**src/hw/rtl/ahcl_pkg.sv**
```systemverilog
package ahcl_pkg;

  localparam int QUEUE_DEPTH = 4;
  localparam int QUEUE_PTR_W = $clog2(QUEUE_DEPTH);
  localparam int QUEUE_CNT_W = $clog2(QUEUE_DEPTH + 1);

  localparam logic [7:0] CHAR_DOLLAR = 8'h24;
  localparam logic [7:0] CHAR_G      = 8'h47;
  localparam logic [7:0] CHAR_CR     = 8'h0D;
  localparam logic [7:0] CHAR_LF     = 8'h0A;
  localparam logic [7:0] CHAR_E      = 8'h45;
  localparam logic [7:0] CHAR_R      = 8'h52;
  localparam logic [7:0] CHAR_O      = 8'h4F;

  localparam logic [1:0]  CFG_GAIN      = 2'd0;
  localparam logic [1:0]  CFG_INTENSITY = 2'd1;
  localparam logic [1:0]  CFG_RETRY     = 2'd2;

  localparam logic [15:0] GAIN_RESET  = 16'd256;
  localparam logic [3:0]  RETRY_RESET = 4'd2;

  localparam logic [2:0]  ERR_SEEN      = 3'd5;
  localparam logic [3:0]  REPLY_MAX     = 4'd15;
  localparam logic [3:0]  FRAME_LEN     = 4'd8;
  localparam logic [3:0]  REPLY_MIN     = 4'd3;
  localparam logic [3:0]  FAIL_COUNT    = 4'd2;
  localparam logic [23:0] PROD_ONE      = 24'd256;
  localparam logic [23:0] PROD_SAT      = 24'd65280;
  localparam logic [23:0] PROD_HALF     = 24'd128;

  typedef enum logic [1:0] {
    KIND_SEND    = 2'd0,
    KIND_RX      = 2'd1,
    KIND_TIMEOUT = 2'd2
  } kind_t;

  typedef enum logic [1:0] {
    STAT_OK        = 2'd0,
    STAT_ERROR     = 2'd1,
    STAT_UNKNOWN   = 2'd2,
    STAT_READ_FAIL = 2'd3
  } status_t;

  typedef enum logic {
    OUT_TX      = 1'b0,
    OUT_VERDICT = 1'b1
  } out_kind_t;

  typedef struct packed {
    kind_t      kind;
    logic [7:0] address;
    logic [7:0] data;
    logic [7:0] rx_byte;
  } in_item_t;

  typedef struct packed {
    out_kind_t  out_kind;
    logic [7:0] tx_byte;
    status_t    status;
    logic       gave_up;
    logic       last;
  } out_item_t;

  typedef struct packed {
    logic       verdict_en;
    status_t    status;
    logic       gave_up;
    logic       frame_en;
    logic [7:0] address;
    logic [7:0] data;
  } job_t;

  function automatic logic [7:0] hex_digit(input logic [3:0] n);
    logic [7:0] r;
    if (n <= 4'd9) r = 8'h30 + {4'h0, n};
    else r = 8'h41 + {4'h0, n} - 8'd10;
    return r;
  endfunction

  function automatic logic [7:0] frame_byte(input logic [2:0] pos,
                                            input logic [7:0] addr,
                                            input logic [7:0] dat);
    logic [7:0] r;
    case (pos)
      3'd0: r = CHAR_DOLLAR;
      3'd1: r = CHAR_G;
      3'd2: r = hex_digit(addr[7:4]);
      3'd3: r = hex_digit(addr[3:0]);
      3'd4: r = hex_digit(dat[7:4]);
      3'd5: r = hex_digit(dat[3:0]);
      3'd6: r = CHAR_CR;
      default: r = CHAR_LF;
    endcase
    return r;
  endfunction

  function automatic logic [7:0] error_char(input logic [2:0] idx);
    logic [7:0] r;
    case (idx)
      3'd0: r = CHAR_E;
      3'd1: r = CHAR_R;
      3'd2: r = CHAR_R;
      3'd3: r = CHAR_O;
      default: r = CHAR_R;
    endcase
    return r;
  endfunction

endpackage

```
**src/hw/rtl/ahcl_front.sv**
```systemverilog
module ahcl_front import ahcl_pkg::*; (
  input  logic       clk,
  input  logic       rst_n,
  input  logic       in_valid,
  output logic       in_ready,
  input  in_item_t   in_data,
  input  logic       cfg_valid,
  input  logic [1:0] cfg_index,
  input  logic [15:0] cfg_data,
  input  logic       q_full,
  output logic       push,
  output job_t       push_job
);

  logic [15:0] gain_r;
  logic [7:0]  int_addr_r;
  logic [3:0]  retry_r;

  logic [7:0] fa_r, fa_nxt;
  logic [7:0] fd_r, fd_nxt;
  logic       await_r, await_nxt;
  logic [3:0] att_r, att_nxt;
  logic [3:0] rc_r, rc_nxt;
  logic       em_r, em_nxt;
  logic [2:0] ems_r, ems_nxt;
  logic [7:0] prev_r, prev_nxt;

  logic        fire;
  logic [23:0] prod;
  logic [23:0] rounded;
  logic [7:0]  scaled;
  logic [7:0]  cmd_data;
  logic [7:0]  b;
  logic        g_em;
  logic [2:0]  g_ems;
  logic [3:0]  g_rc;
  logic        g_done;
  status_t     g_status;
  logic        do_gather;
  logic        do_verdict;
  status_t     v_status;
  logic [3:0]  lim;
  logic        final_v;

  assign in_ready = !q_full;
  assign fire     = in_valid && in_ready;

  always_ff @(posedge clk) begin
    if (!rst_n) begin
      gain_r     <= GAIN_RESET;
      int_addr_r <= '0;
      retry_r    <= RETRY_RESET;
    end else if (cfg_valid) begin
      case (cfg_index)
        CFG_GAIN:      gain_r     <= cfg_data;
        CFG_INTENSITY: int_addr_r <= cfg_data[7:0];
        CFG_RETRY:     retry_r    <= cfg_data[3:0];
        default: ;
      endcase
    end
  end

  assign prod    = 24'(in_data.data) * 24'(gain_r);
  assign rounded = prod + PROD_HALF;
  always_comb begin
    if (prod != '0 && prod < PROD_ONE) scaled = 8'd1;
    else if (prod > PROD_SAT) scaled = 8'd255;
    else scaled = rounded[15:8];
  end
  assign cmd_data = (in_data.address == int_addr_r) ? scaled : in_data.data;

  assign b = (in_data.kind == KIND_RX) ? in_data.rx_byte : 8'h00;

  always_comb begin
    g_em = em_r && !rc_r[3] && (b == frame_byte(rc_r[2:0], fa_r, fd_r));
    if (ems_r < ERR_SEEN) begin
      if (b == error_char(ems_r)) g_ems = ems_r + 3'd1;
      else g_ems = (b == CHAR_E) ? 3'd1 : 3'd0;
    end else begin
      g_ems = ems_r;
    end
    g_rc   = (rc_r < REPLY_MAX) ? rc_r + 4'd1 : rc_r;
    g_done = (g_rc >= REPLY_MIN) && (b == CHAR_LF) && (prev_r == CHAR_CR);
    if (g_em && g_rc == FRAME_LEN) g_status = STAT_OK;
    else if (g_ems == ERR_SEEN) g_status = STAT_ERROR;
    else g_status = STAT_UNKNOWN;
  end

  assign lim = (retry_r == '0) ? 4'd1 : retry_r;

  always_comb begin
    fa_nxt     = fa_r;
    fd_nxt     = fd_r;
    await_nxt  = await_r;
    att_nxt    = att_r;
    rc_nxt     = rc_r;
    em_nxt     = em_r;
    ems_nxt    = ems_r;
    prev_nxt   = prev_r;
    push       = 1'b0;
    push_job   = '0;
    do_gather  = 1'b0;
    do_verdict = 1'b0;
    v_status   = STAT_OK;
    final_v    = 1'b0;
    if (fire) begin
      case (in_data.kind)
        KIND_SEND: begin
          fa_nxt    = in_data.address;
          fd_nxt    = cmd_data;
          await_nxt = 1'b1;
          att_nxt   = 4'd1;
          rc_nxt    = '0;
          em_nxt    = 1'b1;
          ems_nxt   = '0;
          prev_nxt  = '0;
          push      = 1'b1;
          push_job.frame_en = 1'b1;
          push_job.address  = in_data.address;
          push_job.data     = cmd_data;
        end
        KIND_RX: begin
          do_gather = await_r;
        end
        KIND_TIMEOUT: begin
          if (await_r) begin
            if (rc_r > FAIL_COUNT) begin
              do_verdict = 1'b1;
              v_status   = STAT_READ_FAIL;
            end else begin
              do_gather = 1'b1;
            end
          end
        end
        default: ;
      endcase
    end
    if (do_gather) begin
      em_nxt   = g_em;
      ems_nxt  = g_ems;
      rc_nxt   = g_rc;
      prev_nxt = b;
      if (g_done) begin
        do_verdict = 1'b1;
        v_status   = g_status;
      end
    end
    if (do_verdict) begin
      final_v  = (v_status == STAT_OK) || (att_r >= lim);
      rc_nxt   = '0;
      em_nxt   = 1'b1;
      ems_nxt  = '0;
      prev_nxt = '0;
      push     = 1'b1;
      push_job.verdict_en = 1'b1;
      push_job.status     = v_status;
      push_job.address    = fa_r;
      push_job.data       = fd_r;
      if (final_v) begin
        await_nxt        = 1'b0;
        push_job.gave_up = (v_status != STAT_OK);
      end else begin
        att_nxt           = att_r + 4'd1;
        push_job.frame_en = 1'b1;
      end
    end
  end

  always_ff @(posedge clk) begin
    if (!rst_n) begin
      fa_r    <= '0;
      fd_r    <= '0;
      await_r <= 1'b0;
      att_r   <= '0;
      rc_r    <= '0;
      em_r    <= 1'b1;
      ems_r   <= '0;
      prev_r  <= '0;
    end else begin
      fa_r    <= fa_nxt;
      fd_r    <= fd_nxt;
      await_r <= await_nxt;
      att_r   <= att_nxt;
      rc_r    <= rc_nxt;
      em_r    <= em_nxt;
      ems_r   <= ems_nxt;
      prev_r  <= prev_nxt;
    end
  end

endmodule

```
**src/hw/rtl/ahcl_queue.sv**
```systemverilog
module ahcl_queue import ahcl_pkg::*; (
  input  logic clk,
  input  logic rst_n,
  input  logic push,
  input  job_t push_job,
  input  logic pop,
  output logic q_valid,
  output logic q_full,
  output job_t head
);

  job_t                   mem_r [QUEUE_DEPTH];
  logic [QUEUE_PTR_W-1:0] wr_r, wr_nxt;
  logic [QUEUE_PTR_W-1:0] rd_r, rd_nxt;
  logic [QUEUE_CNT_W-1:0] cnt_r, cnt_nxt;

  assign q_valid = (cnt_r != '0);
  assign q_full  = (cnt_r == QUEUE_CNT_W'(QUEUE_DEPTH));
  assign head    = mem_r[rd_r];

  always_comb begin
    wr_nxt  = push ? wr_r + 1'b1 : wr_r;
    rd_nxt  = pop ? rd_r + 1'b1 : rd_r;
    cnt_nxt = cnt_r;
    if (push && !pop) cnt_nxt = cnt_r + 1'b1;
    else if (pop && !push) cnt_nxt = cnt_r - 1'b1;
  end

  always_ff @(posedge clk) begin
    if (push) mem_r[wr_r] <= push_job;
  end

  always_ff @(posedge clk) begin
    if (!rst_n) begin
      wr_r  <= '0;
      rd_r  <= '0;
      cnt_r <= '0;
    end else begin
      wr_r  <= wr_nxt;
      rd_r  <= rd_nxt;
      cnt_r <= cnt_nxt;
    end
  end

  a_no_overflow: assert property (@(posedge clk) disable iff (!rst_n)
    push |-> !q_full) else $error("push into full queue");
  a_no_underflow: assert property (@(posedge clk) disable iff (!rst_n)
    pop |-> q_valid) else $error("pop from empty queue");
  a_cnt_bound: assert property (@(posedge clk) disable iff (!rst_n)
    cnt_r <= QUEUE_CNT_W'(QUEUE_DEPTH)) else $error("queue count out of range");
  a_ptr_track: assert property (@(posedge clk) disable iff (!rst_n)
    (cnt_r == '0) |-> (wr_r == rd_r)) else $error("pointers disagree with count");

endmodule

```
**src/hw/rtl/ahcl_back.sv**
```systemverilog
module ahcl_back import ahcl_pkg::*; (
  input  logic      clk,
  input  logic      rst_n,
  input  logic      q_valid,
  input  job_t      head,
  output logic      pop,
  output logic      out_valid,
  input  logic      out_ready,
  output out_item_t out_data
);

  logic [3:0] step_r, step_nxt;
  logic       out_valid_r, out_valid_nxt;
  out_item_t  out_data_r, out_data_nxt;
  logic [3:0] last_idx;
  logic [3:0] fpos;
  logic       advance;
  out_item_t  res;

  assign last_idx = head.frame_en ? (head.verdict_en ? 4'd8 : 4'd7) : 4'd0;
  assign fpos     = head.verdict_en ? step_r - 4'd1 : step_r;
  assign advance  = q_valid && (!out_valid_r || out_ready);
  assign pop      = advance && (step_r == last_idx);

  always_comb begin
    res = '0;
    if (head.verdict_en && step_r == '0) begin
      res.out_kind = OUT_VERDICT;
      res.status   = head.status;
      res.gave_up  = head.gave_up;
      res.last     = !head.frame_en;
    end else begin
      res.out_kind = OUT_TX;
      res.tx_byte  = frame_byte(fpos[2:0], head.address, head.data);
      res.last     = (fpos[2:0] == 3'd7);
    end
  end

  always_comb begin
    step_nxt      = step_r;
    out_valid_nxt = out_valid_r;
    out_data_nxt  = out_data_r;
    if (advance) begin
      out_valid_nxt = 1'b1;
      out_data_nxt  = res;
      step_nxt      = pop ? 4'd0 : step_r + 4'd1;
    end else if (out_ready) begin
      out_valid_nxt = 1'b0;
    end
  end

  always_ff @(posedge clk) begin
    if (!rst_n) begin
      step_r      <= '0;
      out_valid_r <= 1'b0;
    end else begin
      step_r      <= step_nxt;
      out_valid_r <= out_valid_nxt;
    end
  end

  always_ff @(posedge clk) begin
    out_data_r <= out_data_nxt;
  end

  assign out_valid = out_valid_r;
  assign out_data  = out_data_r;

endmodule

```
**src/hw/rtl/ascii_hex_command_link_unit.sv**
```systemverilog
// ASCII-hex command link, command side.
// in_valid/in_ready/in_data: one transaction per command, received byte or
//   read timeout. A command expands into eight frame bytes; a closing reply or
//   a late timeout gives one verdict, plus eight resent bytes on a retry.
// out_valid/out_ready/out_data: one result per transaction, last marks the
//   final result of an input item.
// cfg_valid/cfg_ready/cfg_index/cfg_data: register writes (gain, intensity
//   address, retry limit); always ready, index three is ignored.
// Structure: front classifies into a four-entry job queue, back expands jobs
//   into a registered output; the queue and the output register lie between an
//   input transaction and its first result. Throughput: one input per cycle
//   while the job queue has room; the back side emits one result per cycle
//   while out_ready allows, so a frame job yields eight or nine results.
// Reset (synchronous, rst_n low) restores register defaults, empties the
//   queue and drops any pending reply.
// When out_ready is low while out_valid is high the output holds, the back
//   side stops, and the front keeps accepting until the job queue is full.
module ascii_hex_command_link_unit import ahcl_pkg::*; (
  input  logic       clk,
  input  logic       rst_n,
  input  logic       in_valid,
  output logic       in_ready,
  input  in_item_t   in_data,
  output logic       out_valid,
  input  logic       out_ready,
  output out_item_t  out_data,
  input  logic       cfg_valid,
  output logic       cfg_ready,
  input  logic [1:0] cfg_index,
  input  logic [15:0] cfg_data
);

  logic push;
  job_t push_job;
  logic pop;
  logic q_valid;
  logic q_full;
  job_t head;

  assign cfg_ready = 1'b1;

  ahcl_front u_front (
    .clk       (clk),
    .rst_n     (rst_n),
    .in_valid  (in_valid),
    .in_ready  (in_ready),
    .in_data   (in_data),
    .cfg_valid (cfg_valid),
    .cfg_index (cfg_index),
    .cfg_data  (cfg_data),
    .q_full    (q_full),
    .push      (push),
    .push_job  (push_job)
  );

  ahcl_queue u_queue (
    .clk      (clk),
    .rst_n    (rst_n),
    .push     (push),
    .push_job (push_job),
    .pop      (pop),
    .q_valid  (q_valid),
    .q_full   (q_full),
    .head     (head)
  );

  ahcl_back u_back (
    .clk       (clk),
    .rst_n     (rst_n),
    .q_valid   (q_valid),
    .head      (head),
    .pop       (pop),
    .out_valid (out_valid),
    .out_ready (out_ready),
    .out_data  (out_data)
  );

endmodule
```
**config.mk**
```make
export PLATFORM = sky130hd
export DESIGN_NAME = ascii_hex_command_link_unit
export DESIGN_NICKNAME = d
export VERILOG_FILES = /design/src/hw/rtl/ahcl_pkg.sv /design/src/hw/rtl/ahcl_front.sv /design/src/hw/rtl/ahcl_queue.sv /design/src/hw/rtl/ahcl_back.sv /design/src/hw/rtl/ascii_hex_command_link_unit.sv
export SDC_FILE = /design/constraint.sdc
export NUM_CORES = 1
export LEC_CHECK = 0
export ABC_AREA = 1
export BUFFER_PORTS_ARGS = -buffer_cell sky130_fd_sc_hd__clkbuf_2
export CAP_MARGIN = 40
export CORE_MARGIN = 5
export CORE_UTILIZATION = 40
export CTS_CLUSTER_DIAMETER = 150
export DETAILED_ROUTE_END_ITERATION = 8
export PLACE_DENSITY = 0.57
export SYNTH_ARGS = -nofsm -noshare
export SYNTH_HDL_FRONTEND = slang
export SYNTH_SLANG_ARGS = --single-unit
```
**constraint.sdc**
```tcl
create_clock -name clk -period 6.5 [get_ports clk]
set_input_delay 0.325 -clock clk [delete_from_list [all_inputs] [get_ports clk]]
set_output_delay 0.325 -clock clk [all_outputs]
set_load 0.01 [all_outputs]
```
==> metrics.log, run 1 <==
[metrics] outcome: finished, final reports clean
[metrics] routability congestion estimate from global placement: 0.887
[metrics] Final period util: 0.848
[metrics] upper clock frequency limit: 181 MHz
[metrics] DR WL/cell: 15.6 um
[metrics] Combinational Power Share: 0.402
[metrics] final-report setup violation count: 0
[metrics] synthesis warning total: 0
[metrics] prevailing post-synth register cell: edfxtp_1
[metrics] RSZ-0062 raised after global routing: false
[metrics] Die Y: 198 um
[metrics] Via Count: 11661
[metrics] sink count of the clock tree: 175
[metrics] Crit path arrival time: 5660 ps
[metrics] share of synthesized registers carrying an async set or reset: 0
[metrics] drt initial violations: 680
[metrics] Cell Int Power: 2450 uW
[metrics] Final Hold Vio Count: 0
[metrics] net switching power: 1580 uW
[metrics] detailed-placement wirelength estimate: 28500 um
[metrics] max-cap violations: 0
[metrics] clock input transition at the sequential cells of the worst setup and hold paths: 70 ps
[metrics] element type at the critical path end: register
[metrics] crit path max fanout: 9
[metrics] number of antenna violations at the first check in global routing: 2
[metrics] leading cell type by number of instances after synthesis: nand2_1
[metrics] # rows: 68
[metrics] fraction of layout cells with a size suffix above 1: 0.0992
[metrics] synthesized area: 14100 um2
[metrics] kind of start point of the critical path: register
[metrics] maximum clock insertion buffer count: 2
[metrics] starting density of the core: 0.406
[metrics] worst-skew pair later-pin latency: 440 ps
[metrics] most prevalent standard cell on the critical path: nand2_1
[metrics] Horiz. Die Dim: 198 um
[metrics] number of hold-repair buffers added at the cts stage: 0
[metrics] CP Data Required Time: 6640 ps
[metrics] final antenna-violating net count: 0
[metrics] post-route setup TNS: 0 ps
[metrics] largest area contributor in the netlist: edfxtp_1
[metrics] synth unique cells: 60
[metrics] final critical-path required period: 5510 ps
[metrics] clock power share: 0.262
[metrics] Port Buffers: 62
[metrics] slew of the pin with the lowest slew margin: 676 ps
[metrics] total nets after synthesis: 2074
[metrics] TritonCTS clock tree: yes
[metrics] number of buffers added for setup after CTS: 0
[metrics] first-pass detailed-route iteration total: 6
[metrics] sequential fraction of the synthesis area: 0.317
[metrics] nets: 2103
[metrics] Inserted Clock Buffers: 17
[metrics] growth of design area from synthesis to finish: 9.69%
[metrics] average vias per placed instance: 4.96
[metrics] path type of the worst setup path: register to register
[metrics] Max rail drop VDD: 0.191 mV
[metrics] Residual DRC: 0
[metrics] commonest cells in the synthesized netlist: nand2_1, inv_1, nor2_1
[metrics] number of top-level design ports: 65
[metrics] power density over the cells: 261 nW/um2
[metrics] area inside the core boundary: 34600 um2
[metrics] number of instances resized during post-cts repair: 0
[metrics] Max Slew Vio Count: 0
[metrics] H-Tree Level Count: 4
[metrics] Routed Wire Length: 36800 um
[metrics] kind of path behind the tightest hold check: input pin to register
[metrics] slew margin rel.: 0.549
[metrics] FILL cells: 3529
[metrics] flops & latches, synth: 175
[metrics] final clock skew: 12.3 ps
[metrics] largest cells by area after synthesis: edfxtp_1, nand2_1, fa_1, dfxtp_1, inv_1
[metrics] portion of total power attributed to sequential cells: 0.336
[metrics] largest net degree at the start of global routing: 43
[metrics] Global Route Usage Sum: 0.194
[metrics] full die area: 39000 um2
[metrics] switching share of total power: 0.393
[metrics] reported leakage power: 0.00776 uW
[metrics] vias in the first global route: 11637
[metrics] Root Buffer Master: clkbuf_16
[metrics] post-layout power: 4030 uW
[metrics] mean area per synthesized cell: 7.58 um2
[metrics] delay of the slowest critical-path stage: 600 ps
[metrics] area share of the largest cell type after synthesis: 0.205
[metrics] highest-delay cell along the critical path: dfxtp_1
[metrics] Gate Count Post-Synth: 1855
[metrics] cells along the critical path: nand2_1 > fa_1 > fa_1 > inv_1 > fa_1 > inv_1 > fa_1 > inv_1 > ha_1 > nand2_1 > inv_1 > nand2_1 > nor3_1 > nand4_1 > nand4_1 > nand2_1 > nor2_1 > nand2_1 > nor2_4 > nand3b_1 > o21ai_1 > o21ai_1
[metrics] global-route wire length before repair: 60500 um
[metrics] count of flip-flops with a built-in enable after synthesis: 96
[metrics] remaining global-route overflow: 0
## flip-flops by register name (all words and copies together), names as in the netlist, 2 cells and up, named ones only
signal	flops
u_back.out_data	12
u_back.step_r	4
u_front.att_r	4
u_front.ems_r	3
u_front.fa_r	8
u_front.fd_r	8
u_front.gain_r	16
u_front.int_addr_r	8
u_front.prev_r	8
u_front.rc_r	4
u_front.retry_r	4
u_queue.cnt_r	3
u_queue.mem_r	84
u_queue.rd_r	2
u_queue.wr_r	2
## stage by stage
| step | util | hold WS [ps] | worst slack, ps | std cells | cell area [um2] |
|---|---|---|---|---|---|
| 5_1_grt | 0.446 | 113 | 602 | 2353 | 15400 |
| 3_5_place_dp | 0.428 | 453 | 820 | 2320 | 14800 |
| 3_3_place_gp | 0.425 | 445 | 812 | 2314 | 14700 |
| 2_1_floorplan | - | 436 | 1380 | 1855 | 14100 |
| 4_1_cts | 0.445 | 98.7 | 1010 | 2351 | 15400 |
| 6_report | 0.446 | 112 | 987 | 2353 | 15400 |
## routing by layer
metal / global-route usage / vias up / wire, um
met4: 0.0653 / 0 / 1060
met1: 0.250 / 5485 / 16400
li1: - / 5897 / -
met2: 0.338 / 224 / 17900
met5: 0 / - / 0
met3: 0.0232 / 55 / 1400
## worst max-delay path, delay by kind of cell (launching register included)
kind	cells	cell delay (ps)
adders and majority gates	5	2440
buffers and inverters	4	250
AOI/OAI and AO/OA	2	330
DFF	1	600
and+or+nand+nor	11	1570
## logic make-up (layout without fill, tap and decap cells)
| family | count (synthesis) | after routing | synth area share |
|---|---|---|---|
| AOI/OAI and AO/OA | 240 | 240 | 0.100 |
| and+or+nand+nor | 840 | 840 | 0.256 |
| DFF | 175 | 175 | 0.317 |
| buffers and inverters | 406 | 447 | 0.113 |
| other | 2 | 4 | 0.000534 |
| xor gates and xnor gates | 22 | 22 | 0.0161 |
| adders and majority gates | 170 | 170 | 0.197 |
## final cells by class
class                      instances  area [um2]  share of cell area
clock buffer                      17         425              0.0276
antenna                            2        5.00            0.000324
inverter                         338        1270              0.0824
multi-input combinational       1274        8020               0.520
clock inverter                    14         178              0.0115
tap                              455         569              0.0369
timing repair buffer              78         498              0.0323
sequential                       175        4460               0.289
## path summary, 6_finish.rpt
check,from,to,slack (ps),cells after the start
worst min register to register,u_front.prev_r[6],u_front.prev_r[6],460,2
worst max-delay path,u_front.gain_r[13],u_queue.mem_r[1][0],990,22
worst min-delay path,cfg_data[8],u_front.gain_r[8],110,3
worst max register to register,u_front.gain_r[13],u_queue.mem_r[1][0],990,22
## cells in the final DEF (no fill, tap or decap), types with 21 or more instances in the layout
cell type  netlist  final
nand3_1         92     92
clkbuf_2         0     62
o21ai_0         75     75
inv_1          326    326
fa_1            85     85
ha_1            85     85
a21oi_1         97     97
nor2_1         148    148
nand2_1        493    493
nand4_1         21     21
edfxtp_1        96     96
dfxtp_1         79     79
## power by group through the flow
stage / registers (uW) / logic [uW] / clock network [uW]
floorplan: 1370 / 1200 / 0
global route: 1360 / 1850 / 1130
detailed placement: 1380 / 1630 / 0
CTS: 1360 / 1640 / 1080
global placement: 1380 / 1620 / 0
finish: 1350 / 1620 / 1060
No activity file was read; power rests on OpenSTA's default activity.
==> inputs of run 2 (changes only) <==
==> constraint.sdc (replaced) <==
create_clock -name clk -period 5.3 [get_ports clk]
set_input_delay 0.265 -clock clk [delete_from_list [all_inputs] [get_ports clk]]
set_output_delay 0.265 -clock clk [all_outputs]
set_load 0.01 [all_outputs]
==> metrics.log, run 2 (synthesis gave the netlist of run 1 again) <==
[metrics] outcome: finished, final reports clean (unchanged)
[metrics] starting density of the core: 0.406 (unchanged)
[metrics] commonest non-fill, non-tap cell in the layout: nand2_1 (unchanged)
[metrics] largest net degree at the start of global routing: 43 (unchanged)
[metrics] path type of the worst setup path: register to register (unchanged)
[metrics] cells along the critical path: nand2_2 > inv_2 > fa_1 > inv_1 > fa_1 > inv_1 > fa_1 > inv_1 > fa_1 > inv_1 > ha_4 > nand4_1 > nor3_2 > nand4_1 > nand3_2 > nand2_2 > a21oi_2 > nand2_1 > nor2_4 > nand3b_1 > o21ai_2 > o21ai_2 (was nand2_1 > fa_1 > fa_1 > inv_1 > fa_1 > inv_1 > fa_1 > inv_1 > ha_1 > nand2_1 > inv_1 > nand2_1 > nor3_1 > nand4_1 > nand4_1 > nand2_1 > nor2_1 > nand2_1 > nor2_4 > nand3b_1 > o21ai_1 > o21ai_1)
[metrics] highest-delay cell along the critical path: fa_1 (was dfxtp_1)
[metrics] Die Y: 198 um (unchanged)
[metrics] number of top-level design ports: 65 (unchanged)
[metrics] final critical-path required period: 5050 ps (was 5510 ps)
[metrics] number of antenna violations at the first check in global routing: 3 (was 2)
[metrics] # rows: 68 (unchanged)
[metrics] clock input transition at the sequential cells of the worst setup and hold paths: 70 ps (about the same)
[metrics] Residual DRC: 0 (unchanged)
[metrics] nets: 2177 (was 2103)
[metrics] power density over the cells: 316 nW/um2 (was 261 nW/um2)
[metrics] max FFs per register: 84 (unchanged)
[metrics] final antenna-violating net count: 0 (unchanged)
[metrics] Final Hold Vio Count: 0 (unchanged)
[metrics] remaining global-route overflow: 0 (unchanged)
[metrics] full die area: 39000 um2 (unchanged)
[metrics] fraction of layout cells with a size suffix above 1: 0.173 (was 0.0992)
[metrics] slew margin rel.: 0.531 (was 0.549)
[metrics] upper clock frequency limit: 198 MHz (was 181 MHz)
[metrics] final clock skew: 15.2 ps (was 12.3 ps)
[metrics] final setup margin: 245 ps (was 987 ps)
[metrics] crit path max fanout: 8 (was 9)
[metrics] DR WL/cell: 15.2 um (was 15.6 um)
[metrics] worst-skew pair later-pin latency: 440 ps (about the same)
[metrics] growth of design area from synthesis to finish: 16.0% (was 9.69%)
[metrics] post-route setup TNS: 0 ps (unchanged)
[metrics] global-route wire length before repair: 60800 um (was 60500 um)
[metrics] Routed Wire Length: 36900 um (was 36800 um)
[metrics] Inserted Clock Buffers: 17 (unchanged)
[metrics] maximum clock insertion buffer count: 2 (unchanged)
[metrics] Crit path arrival time: 5210 ps (was 5660 ps)
[metrics] kind of start point of the critical path: register (unchanged)
[metrics] Finished Layout Cells: 2429 (was 2353)
[metrics] slew of the pin with the lowest slew margin: 700 ps (was 676 ps)
[metrics] Root Buffer Master: clkbuf_16 (unchanged)
[metrics] number of hold-repair buffers added at the cts stage: 0 (unchanged)
[metrics] first-pass detailed-route iteration total: 5 (was 6)
[metrics] sink count of the clock tree: 175 (unchanged)
[metrics] Via Count: 11971 (was 11661)
[metrics] Max Slew Vio Count: 0 (unchanged)
[metrics] final-report setup violation count: 0 (unchanged)
[metrics] area inside the core boundary: 34600 um2 (unchanged)
[metrics] vias in the first global route: 11915 (was 11637)
[metrics] register ranked first by flip-flop count: u_queue.mem_r (unchanged)
[metrics] average vias per placed instance: 4.93 (was 4.96)
[metrics] worst slack at placement: -157 ps (was 820 ps)
[metrics] Horiz. Die Dim: 198 um (unchanged)
[metrics] kind of path behind the tightest hold check: input pin to register (unchanged)
[metrics] Max rail drop VDD: 0.233 mV (was 0.191 mV)
[metrics] Global Route Usage Sum: 0.193 (was 0.194)
[metrics] element type at the critical path end: register (unchanged)
[metrics] delay of the slowest critical-path stage: 530 ps (was 600 ps)
[metrics] Final period util: 0.954 (was 0.848)
[metrics] reported leakage power: 0.00812 uW (was 0.00776 uW)
[metrics] H-Tree Level Count: 4 (unchanged)
[metrics] total placed cells including tap cells: 2389 (was 2320)
[metrics] Port Buffers: 62 (unchanged)
[metrics] max-cap violations: 0 (unchanged)
[metrics] TritonCTS clock tree: yes (unchanged)
[metrics] CP Data Required Time: 5450 ps (was 6640 ps)
[metrics] leading cell types in the layout, fill and taps excluded: nand2_1, inv_1, nor2_1 (unchanged)
[metrics] drt initial violations: 586 (was 680)
[metrics] detailed-placement wirelength estimate: 29500 um (was 28500 um)
[metrics] Hold WS: 67.4 ps (was 112 ps)
[metrics] routability congestion estimate from global placement: 0.931 (was 0.887)
==> run 2: metal layers <==
layer / global-route usage / wire length, um
met1: 0.248 / 16700
met5: 0 / 13
met3: 0.0237 / 989
met4: 0.0564 / 864
met2: 0.341 / 18300
==> run 2: path summary, 6_finish.rpt <==
check | startpoint | end | slack, ps | depth (start not counted)
setup reg to reg | u_front.gain_r[10] | u_queue.mem_r[0][0] | 250 | 22
hold reg to reg | u_front.prev_r[6] | u_front.prev_r[6] | 460 | 2
hold / removal | cfg_data[8] | u_front.gain_r[8] | 70 | 3
setup / recovery | u_front.gain_r[10] | u_queue.mem_r[0][0] | 250 | 22
==> run 2: per-stage QoR <==
step	utilization	power, uW	cell area (um2)
after floorplan	-	3140	14100
after global placement	0.440	3880	15200
after detailed placement	0.443	3890	15400
after CTS	0.460	5080	15900
after global routing	0.471	5540	16300
final	0.471	5160	16300
==> run 2: critical path: cells and delay by family, from the launching register on <==
kind | cells | cell delay [ps]
adder cells (fa/ha/maj) | 5 | 2360
AO/OA/AOI/OAI | 3 | 450
AND/OR/NAND/NOR | 9 | 1320
buffers and inverters | 5 | 270
flip-flops | 1 | 380
==> run 2: power by group <==
part	switching (uW)	leakage [uW]	internal, uW
registers	59.7	0.00154	1580
clock network	536	0.000264	648
logic	1450	0.00631	890
==> run 2: cell type report <==
| class | instances | area (um2) |
|---|---|---|
| antenna | 3 | 7.51 |
| clock buffer | 19 | 433 |
| clock inverter | 13 | 111 |
| fill | 3496 | 18300 |
| inverter | 338 | 1270 |
| multi-input combinational | 1274 | 8360 |
| sequential | 175 | 4500 |
| tap | 455 | 569 |
| timing repair buffer | 152 | 1070 |
==> run 2: what timing repair did <==
| action | CTS | global route |
|---|---|---|
| gates resized for setup | 4 | 96 |
| setup buffers | 0 | 5 |
| endpoints found under the setup margin | 32 | 40 |
| pin swaps | 1 | 44 |
